File: src/rtl/iem_pkg.sv
`timescale 1ns / 1ps
// shared types and constants for the i2c eeprom master
package iem_pkg;

  localparam int unsigned FuncW = 2;
  localparam int unsigned ByteW = 8;
  localparam int unsigned TickW = 16;
  localparam int unsigned ErrW = 3;
  localparam int unsigned CfgIdxW = 2;
  localparam int unsigned CfgDataW = 16;
  localparam int unsigned QueueDepth = 2;
  localparam int unsigned QueuePtrW = 1;

  localparam logic [CfgIdxW-1:0] CfgDevAddr = 2'd0;
  localparam logic [CfgIdxW-1:0] CfgAckTimeout = 2'd1;
  localparam logic [CfgIdxW-1:0] CfgPhaseTicks = 2'd2;

  localparam logic [6:0] DevAddrReset = 7'd80;
  localparam logic [TickW-1:0] AckTimeoutReset = 16'h1000;
  localparam logic [TickW-1:0] PhaseTicksReset = 16'd100;

  localparam logic [FuncW-1:0] FuncTick = 2'd0;
  localparam logic [FuncW-1:0] FuncWrite = 2'd1;
  localparam logic [FuncW-1:0] FuncRead = 2'd2;
  localparam logic [FuncW-1:0] FuncPoll = 2'd3;

  localparam logic [ErrW-1:0] ErrNone = 3'd0;
  localparam logic [ErrW-1:0] ErrDevAddr = 3'd1;
  localparam logic [ErrW-1:0] ErrWordAddr = 3'd2;
  localparam logic [ErrW-1:0] ErrData = 3'd3;
  localparam logic [ErrW-1:0] ErrReadAddr = 3'd4;

  typedef struct packed {
    logic [FuncW-1:0] func;
    logic [ByteW-1:0] mem_addr;
    logic [ByteW-1:0] write_data;
    logic             sda_in;
  } tick_t;

  typedef struct packed {
    logic             scl_level;
    logic             sda_release;
    logic             busy_res;
    logic             done_res;
    logic [ByteW-1:0] read_data;
    logic [ErrW-1:0]  error_code;
    logic             poll_acked;
  } res_t;

endpackage

File: src/rtl/iem_stream_if.sv
`timescale 1ns / 1ps
// valid/ready channel carrying one payload
interface iem_stream_if #(
  parameter type T = logic
);
  logic valid;
  logic ready;
  T     data;

  modport source (output valid, output data, input ready);
  modport sink (input valid, input data, output ready);
endinterface

File: src/rtl/iem_front.sv
`timescale 1ns / 1ps
// front end: takes ticks and queues them for the bus engine
module iem_front
  import iem_pkg::*;
(
  input  logic  clk_i,
  input  logic  rst_ni,
  iem_stream_if.sink in_s,
  output logic  q_valid_o,
  output tick_t q_data_o,
  input  logic  q_pop_i
);

  tick_t                 mem_q [QueueDepth];
  logic [QueuePtrW-1:0]  wr_q, rd_q;
  logic [QueuePtrW:0]    cnt_q;
  logic                  push;

  assign in_s.ready = (cnt_q != (QueuePtrW+1)'(QueueDepth));
  assign push       = in_s.valid && in_s.ready;
  assign q_valid_o  = (cnt_q != '0);
  assign q_data_o   = mem_q[rd_q];

  always_ff @(posedge clk_i or negedge rst_ni) begin
    if (!rst_ni) begin
      wr_q  <= '0;
      rd_q  <= '0;
      cnt_q <= '0;
    end else begin
      if (push) wr_q <= wr_q + 1'b1;
      if (q_pop_i) rd_q <= rd_q + 1'b1;
      cnt_q <= cnt_q + (QueuePtrW+1)'(push) - (QueuePtrW+1)'(q_pop_i);
    end
  end

  always_ff @(posedge clk_i) begin
    if (push) mem_q[wr_q] <= in_s.data;
  end

endmodule

File: src/rtl/iem_engine.sv
`timescale 1ns / 1ps
// back end: i2c sequencer, one tick per transaction, registered result
module iem_engine
  import iem_pkg::*;
(
  input  logic             clk_i,
  input  logic             rst_ni,
  input  logic [6:0]       dev_addr_i,
  input  logic [TickW-1:0] ack_timeout_i,
  input  logic [TickW-1:0] phase_ticks_i,
  input  logic             q_valid_i,
  input  tick_t            q_data_i,
  output logic             q_pop_o,
  iem_stream_if.source     out_s
);

  typedef enum logic [3:0] {
    StIdle, StSa, StSb, StBlo, StBhi, StAlo, StAhi, StRslo,
    StRlo, StRhi, StNlo, StNhi, StPlo, StPhi, StPrel
  } step_e;

  step_e            step_q, step_d;
  logic [3:0]       bit_q, bit_d;
  logic [ByteW-1:0] shift_q, shift_d;
  logic [TickW-1:0] phase_q, phase_d;
  logic [TickW-1:0] wait_q, wait_d;
  logic [FuncW-1:0] op_q, op_d;
  logic [ByteW-1:0] addr_q, addr_d;
  logic [ByteW-1:0] data_q, data_d;
  logic [1:0]       stage_q, stage_d;
  logic             sda_q, sda_d;
  logic [ByteW-1:0] rd_q, rd_d;
  logic [ErrW-1:0]  err_q, err_d;
  logic             poll_q, poll_d;
  logic             done;
  logic             ovalid_q;
  res_t             res_q;
  logic             fire;
  logic             low, nlow, ends;
  logic [TickW:0]   len;
  logic [TickW-1:0] plen;

  assign fire    = q_valid_i && (!ovalid_q || out_s.ready);
  assign q_pop_o = fire;
  assign out_s.valid = ovalid_q;
  assign out_s.data  = res_q;

  function automatic logic is_low(step_e s);
    return s == StBlo || s == StAlo || s == StRslo || s == StRlo ||
           s == StNlo || s == StPlo;
  endfunction

  assign low  = is_low(step_q);
  assign plen = (phase_ticks_i == '0) ? TickW'(1) : phase_ticks_i;
  assign len  = {1'b0, plen} + (TickW+1)'(low);
  assign ends = ({1'b0, phase_q} + (TickW+1)'(1)) >= len;

  always_comb begin
    step_d = step_q; bit_d = bit_q; shift_d = shift_q; phase_d = phase_q;
    wait_d = wait_q; op_d = op_q; addr_d = addr_q; data_d = data_q;
    stage_d = stage_q; rd_d = rd_q; err_d = err_q; poll_d = poll_q;
    done = 1'b0;
    case (step_q)
      StIdle: begin
        if (q_data_i.func != FuncTick) begin
          op_d = q_data_i.func; addr_d = q_data_i.mem_addr;
          data_d = q_data_i.write_data; err_d = ErrNone; poll_d = 1'b0;
          shift_d = {dev_addr_i, 1'b0}; stage_d = 2'd0; bit_d = '0;
          wait_d = '0; step_d = StSa; phase_d = '0;
        end
      end
      StAhi: begin
        if (!ends) phase_d = phase_q + 1'b1;
        else if (!q_data_i.sda_in) begin
          phase_d = '0;
          case (stage_q)
            2'd0: begin
              if (op_q == FuncPoll) begin
                poll_d = 1'b1; step_d = StPlo;
              end else begin
                shift_d = addr_q; stage_d = 2'd1; bit_d = '0; step_d = StBlo;
              end
            end
            2'd1: begin
              if (op_q == FuncWrite) begin
                shift_d = data_q; stage_d = 2'd2; bit_d = '0; step_d = StBlo;
              end else begin
                shift_d = {dev_addr_i, 1'b1}; stage_d = 2'd3; bit_d = '0;
                step_d = StRslo;
              end
            end
            2'd3: begin
              bit_d = '0; shift_d = '0; step_d = StRlo;
            end
            default: step_d = StPlo;
          endcase
        end else if (({1'b0, wait_q} + (TickW+1)'(1)) >= {1'b0, ack_timeout_i}) begin
          case (stage_q)
            2'd0: err_d = (op_q == FuncPoll) ? ErrNone : ErrDevAddr;
            2'd1: err_d = ErrWordAddr;
            2'd2: err_d = ErrData;
            default: err_d = ErrReadAddr;
          endcase
          if (op_q == FuncPoll) poll_d = 1'b0;
          step_d = StPlo; phase_d = '0;
        end else wait_d = wait_q + 1'b1;
      end
      default: begin
        if (!ends) phase_d = phase_q + 1'b1;
        else begin
          phase_d = '0;
          case (step_q)
            StSa:  step_d = StSb;
            StSb:  step_d = StBlo;
            StBlo: step_d = StBhi;
            StBhi: begin
              shift_d = {shift_q[ByteW-2:0], 1'b0};
              bit_d = bit_q + 1'b1;
              if (bit_q + 1'b1 >= 4'd8) begin
                wait_d = '0; step_d = StAlo;
              end else step_d = StBlo;
            end
            StAlo:  step_d = StAhi;
            StRslo: step_d = StSa;
            StRlo:  step_d = StRhi;
            StRhi: begin
              shift_d = {shift_q[ByteW-2:0], q_data_i.sda_in};
              bit_d = bit_q + 1'b1;
              if (bit_q + 1'b1 >= 4'd8) begin
                rd_d = shift_d; step_d = StNlo;
              end else step_d = StRlo;
            end
            StNlo: step_d = StNhi;
            StNhi: step_d = StPlo;
            StPlo: step_d = StPhi;
            StPhi: step_d = StPrel;
            StPrel: begin
              done = 1'b1; step_d = StIdle;
            end
            default: step_d = StIdle;
          endcase
        end
      end
    endcase

    nlow = is_low(step_d);
    if (nlow && phase_d == '0) sda_d = sda_q;
    else if (step_d == StSb || step_d == StPlo || step_d == StPhi) sda_d = 1'b0;
    else if (step_d == StBlo || step_d == StBhi) sda_d = shift_d[ByteW-1];
    else sda_d = 1'b1;
  end

  always_ff @(posedge clk_i or negedge rst_ni) begin
    if (!rst_ni) begin
      step_q <= StIdle; bit_q <= '0; shift_q <= '0; phase_q <= '0;
      wait_q <= '0; op_q <= '0; addr_q <= '0; data_q <= '0;
      stage_q <= '0; sda_q <= 1'b1; rd_q <= '0; err_q <= ErrNone;
      poll_q <= 1'b0; ovalid_q <= 1'b0; res_q <= '0;
    end else begin
      if (fire) begin
        step_q <= step_d; bit_q <= bit_d; shift_q <= shift_d;
        phase_q <= phase_d; wait_q <= wait_d; op_q <= op_d;
        addr_q <= addr_d; data_q <= data_d; stage_q <= stage_d;
        sda_q <= sda_d; rd_q <= rd_d; err_q <= err_d; poll_q <= poll_d;
        ovalid_q <= 1'b1;
        res_q.scl_level   <= !nlow;
        res_q.sda_release <= sda_d;
        res_q.busy_res    <= (step_d != StIdle);
        res_q.done_res    <= done;
        res_q.read_data   <= rd_d;
        res_q.error_code  <= err_d;
        res_q.poll_acked  <= poll_d;
      end else if (out_s.ready) begin
        ovalid_q <= 1'b0;
      end
    end
  end

endmodule

File: src/rtl/i2c_eeprom_master_unit.sv
`timescale 1ns / 1ps
// I2C master for a 256-byte EEPROM: byte write, random read and write-completion
// poll. Every input transaction is one bus timer tick and yields one result
// transaction; one tick is taken per clock cycle while the output is not stalled.
// A two-entry queue sits between the input side and the sequencer; the sequencer
// output is registered. An output stall halts it and, with the queue full, the input.
module i2c_eeprom_master_unit
  import iem_pkg::*;
(
  input  logic                clk_i,
  input  logic                rst_ni,
  input  logic                cfg_we_i,
  input  logic [CfgIdxW-1:0]  cfg_idx_i,
  input  logic [CfgDataW-1:0] cfg_data_i,
  iem_stream_if.sink          in_s,
  iem_stream_if.source        out_s
);

  logic [6:0]       dev_addr_q;
  logic [TickW-1:0] ack_timeout_q, phase_ticks_q;
  logic             q_valid, q_pop;
  tick_t            q_data;

  always_ff @(posedge clk_i or negedge rst_ni) begin
    if (!rst_ni) begin
      dev_addr_q    <= DevAddrReset;
      ack_timeout_q <= AckTimeoutReset;
      phase_ticks_q <= PhaseTicksReset;
    end else if (cfg_we_i) begin
      case (cfg_idx_i)
        CfgDevAddr:    dev_addr_q    <= cfg_data_i[6:0];
        CfgAckTimeout: ack_timeout_q <= cfg_data_i;
        CfgPhaseTicks: phase_ticks_q <= cfg_data_i;
        default: ;
      endcase
    end
  end

  iem_front u_front (
    .clk_i, .rst_ni, .in_s,
    .q_valid_o(q_valid), .q_data_o(q_data), .q_pop_i(q_pop)
  );

  iem_engine u_engine (
    .clk_i, .rst_ni,
    .dev_addr_i(dev_addr_q), .ack_timeout_i(ack_timeout_q),
    .phase_ticks_i(phase_ticks_q),
    .q_valid_i(q_valid), .q_data_i(q_data), .q_pop_o(q_pop), .out_s
  );

endmodule
File: src/flat_wrapper.sv
// flat-port wrapper written by rule: the top's interface ports become plain ports
module i2c_eeprom_master_unit_flat import iem_pkg::*;
  (clk_i, rst_ni, cfg_we_i, cfg_idx_i, cfg_data_i, in_s_valid, in_s_data, in_s_ready, out_s_valid, out_s_data, out_s_ready);
  iem_stream_if in_s_i ();
  iem_stream_if out_s_i ();
  input  logic clk_i;
  input  logic rst_ni;
  input  logic cfg_we_i;
  input  logic [CfgIdxW-1:0] cfg_idx_i;
  input  logic [CfgDataW-1:0] cfg_data_i;
  input wire logic [$bits(in_s_i.valid)-1:0] in_s_valid;
  input wire logic [$bits(in_s_i.data)-1:0] in_s_data;
  output wire logic [$bits(in_s_i.ready)-1:0] in_s_ready;
  output wire logic [$bits(out_s_i.valid)-1:0] out_s_valid;
  output wire logic [$bits(out_s_i.data)-1:0] out_s_data;
  input wire logic [$bits(out_s_i.ready)-1:0] out_s_ready;
  assign in_s_i.valid = in_s_valid;
  assign in_s_i.data = in_s_data;
  assign in_s_ready = in_s_i.ready;
  assign out_s_valid = out_s_i.valid;
  assign out_s_data = out_s_i.data;
  assign out_s_i.ready = out_s_ready;
  i2c_eeprom_master_unit u_core (.clk_i(clk_i), .rst_ni(rst_ni), .cfg_we_i(cfg_we_i), .cfg_idx_i(cfg_idx_i), .cfg_data_i(cfg_data_i), .in_s(in_s_i), .out_s(out_s_i));
endmodule
File: config.mk
export PLATFORM = sky130hd
export DESIGN_NAME = i2c_eeprom_master_unit_flat
export DESIGN_NICKNAME = d
export VERILOG_FILES = /design/src/rtl/iem_pkg.sv /design/src/rtl/iem_stream_if.sv /design/src/rtl/iem_front.sv /design/src/rtl/iem_engine.sv /design/src/rtl/i2c_eeprom_master_unit.sv /design/src/flat_wrapper.sv
export SDC_FILE = /design/constraint.sdc
export NUM_CORES = 1
export LEC_CHECK = 0
export BUFFER_PORTS_ARGS = -buffer_cell sky130_fd_sc_hd__buf_2
export CAP_MARGIN = 20
export CORE_AREA = 2 2 39 41
export CTS_BUF_LIST = sky130_fd_sc_hd__clkbuf_8
export CTS_CLUSTER_DIAMETER = 200
export DETAILED_ROUTE_END_ITERATION = 12
export DIE_AREA = 0 0 41 43
export PLACE_DENSITY = 0.54
export SYNTH_ARGS = -nofsm -noshare
export SYNTH_HDL_FRONTEND = slang
export SYNTH_SLANG_ARGS = --single-unit
File: constraint.sdc
create_clock -name clk_i -period 3.9 [get_ports clk_i]
set_clock_uncertainty 0.1 [all_clocks]
set_input_delay 0 -clock clk_i [delete_from_list [all_inputs] [get_ports clk_i]]
set_output_delay 0 -clock clk_i [all_outputs]
set_load 0.05 [all_outputs]
==> flow_summary.toml <==
[final_layout]
area_growth_pct = 58.9
fin_area_sq_um = 290
fin_cells = 43
n_antenna_cell = 0
fin_nets = 55
final_common_cell = "buf_2"
fillers = 153
final_cell_mix = "buf_2 (6), dfrtp_1 (4), clkbuf_8 (3)"
drive_gt1_share_pct = 33.3

[setup_path]
endpoint = "u_core.u_front.cnt_q[1]$_DFF_PN0_"
path_max_fanout = 2
start_kind = "primary input"
crit_type = "primary input to flop"
critPathLaunch = "out_s_ready"
reg2reg_from = "u_core.u_front.cnt_q[1]$_DFF_PN0_"
reg2reg_to = "u_core.u_front.cnt_q[1]$_DFF_PN0_"
cp-end-kind = "flop"
r2r_cells = 7
reg2reg_slack_ns = 2.32
critPathRequiredTime_ns = 3.93
critical_path_arrival_ns = 1.68

[floorplanning]
die_x_microns = 41
io_pins = 27
start_util_pct = 13.2
core_sq_mm = 0.00138
die_area_sq_mm = 0.00176
die_height_microns = 43
rows = 14

[placement]
dp_hpwl_microns = 225
io_buffers = 6
place_area_sq_um = 229
dp_cells = 38
place.gp.congestion = 0.578

[synth]
avgSynthCellArea_sq_um = 10.7
ys_seq_elements = 4
syn_nets = 43
synth_seq_area_share_pct = 54.8
ys_warn_count = 0
synth_top_cell_area_share_pct = 54.8
synth.distinct_cells = 9
synth.cell_area_sq_um = 183
netlist_top_cells_area = "dfrtp_1 (55%), ha_1 (14%), xnor2_1 (9.6%)"
synth_top_area_cell = "dfrtp_1"
synth_cells = 17

[sta]
rsz0062_at_grt = "no"
slew_viol_final = 0
hold_ws_ns = 0.0267
fin_crit_sh_pct = 42.2
relSlewSlack_pct = 83.5
fin_setup_tns_ns = 0
hold_viol = 0
fmax_mhz = 607
worst_slew_pin_slew_ns = 0.249
finalCriticalPeriod_ns = 1.65
setup_viol = 0

[pwr]
switchingPower_mw = 0.0969
total_power_mw = 0.264
p_int_mw = 0.167
p_comb_share_pct = 40.9
ir_worst_vdd_mv = 0.236
switching_share_pct = 36.8
power_density_mw_per_mm2 = 908
cellLeakagePower_nw = 0.144
power_frac_seq_pct = 26.8
clkPwrFrac_pct = 32.3

[clock_network]
cts.root.buffer_cell = "clkbuf_8"
cts.sinks = 4
clockBufferDepth = 2
clkTransAtPathRegs_ns = 0.03
post_cts_resize_count = 0
htree_levels = 1
insertion_delay_ns = 0.21
numCtsBuffers = 3
cts_tree = "built"

[routing]
drt_first_pass_iters = 2
wl_microns = 296
postRouteAntennaNets = 0
post_drt_via_cell_ratio = 3.07
drtIter0Drc = 4
vias = 132
wl_per_cell_microns = 6.88
drc = 0

[global_route]
grt_pass1_vias = 132
grt_max_degree = 5
grt_first_pass_wirelength_microns = 538
antenna_found_initial = 0
overflow = 0
grt.total_usage_pct = 5.03

[run]
maxCapViolations = 0

[outcome]
status = "completed"

[worst_hold_path]
min_path_type = "primary input to asynchronous set/reset pin"
-- critical path, cell delays in order --
cell,delay (ns)
dlygate4sd3_1,0.53
buf_2,0.11
nand2b_1,0.14
o21ai_0,0.07
inv_1,0.06
ha_1,0.26
inv_1,0.04
ha_1,0.17
xnor2_1,0.16
xnor2_1,0.14
-- cell type report --
class	count	area [sq um]	share of cell area, %
flip-flops and latches	4	100	34.5
multi-input cells	10	71.3	24.6
repair buffers	8	50.0	17.2
inverters	2	7.51	2.59
clock buffers	3	41.3	14.2
well taps	16	20.0	6.90
-- how the worst min path moves through the flow --
| stage | endpoint | from | slack [ns] |
|---|---|---|---|
| floorplan | u_core.u_engine.out_s.data$_DFFE_PN0P_ | rst_ni | -0.40 |
| global placement | u_core.u_front.cnt_q[1]$_DFF_PN0_ | rst_ni | -0.29 |
| detailed placement | u_core.u_front.cnt_q[1]$_DFF_PN0_ | rst_ni | -0.28 |
| CTS | u_core.u_front.cnt_q[1]$_DFF_PN0_ | rst_ni | 0.02 |
| global route | u_core.u_front.cnt_q[0]$_DFF_PN0_ | rst_ni | 0.04 |
| finish | u_core.u_front.cnt_q[0]$_DFF_PN0_ | rst_ni | 0.03 |
-- cell families after synthesis --
kind of cell	count (synthesis)	synth area share [%]
AOI/OAI and AO/OA	1	2.74
xor gates and xnor gates	2	9.59
adders and majority gates	2	13.7
buffers and inverters	3	6.16
DFF	4	54.8
and+or+nand+nor	5	13.0
-- power by group through the flow --
stage	combinational (mW)	sequential, mW	clock [mW]
finish	0.108	0.0707	0.0852
global route	0.122	0.0726	0.0926
CTS	0.110	0.0707	0.0885
detailed placement	0.108	0.0713	0
global placement	0.109	0.0707	0
floorplan	0.0755	0.0822	0
-- cell usage after synthesis --
cell      count
dfrtp_1       4
ha_1          2
inv_1         2
nand2_1       2
nand2b_1      2
xnor2_1       2
clkbuf_1      1
nor2_1        1
o21ai_0       1
-- through the flow --
stage	worst slack [ns]	util, %
floorplan	2.03	-
global placement	2.31	16.5
detailed placement	2.32	16.5
CTS	2.25	21.0
global route	2.16	21.0
finish	2.25	21.0
-- sequential cells by signal (all words and copies together), names as in the netlist --
signal and cells:
u_core.u_engine.out_s.data 1, u_core.u_front.cnt_q 2, u_core.u_engine.out_s.valid 1
-- timing repair --
action / CTS / global route
setup buffers: 0 / 0
hold buffers: 2 / 0
endpoints found under the setup margin: 0 / 0
endpoints found under the hold margin: 5 / 0
-- per-layer routing --
| metal | vias to the layer above | routed length, microns | GRT usage, % |
|---|---|---|---|
| met2 | 4 | 107 | 5.00 |
| met5 | - | 0 | 0 |
| met4 | 0 | 6 | 6.00 |
| met3 | 2 | 20 | 3.14 |
| li1 | 72 | - | - |
| met1 | 54 | 161 | 6.15 |
Note: power is estimated with default switching activity, not from simulation.
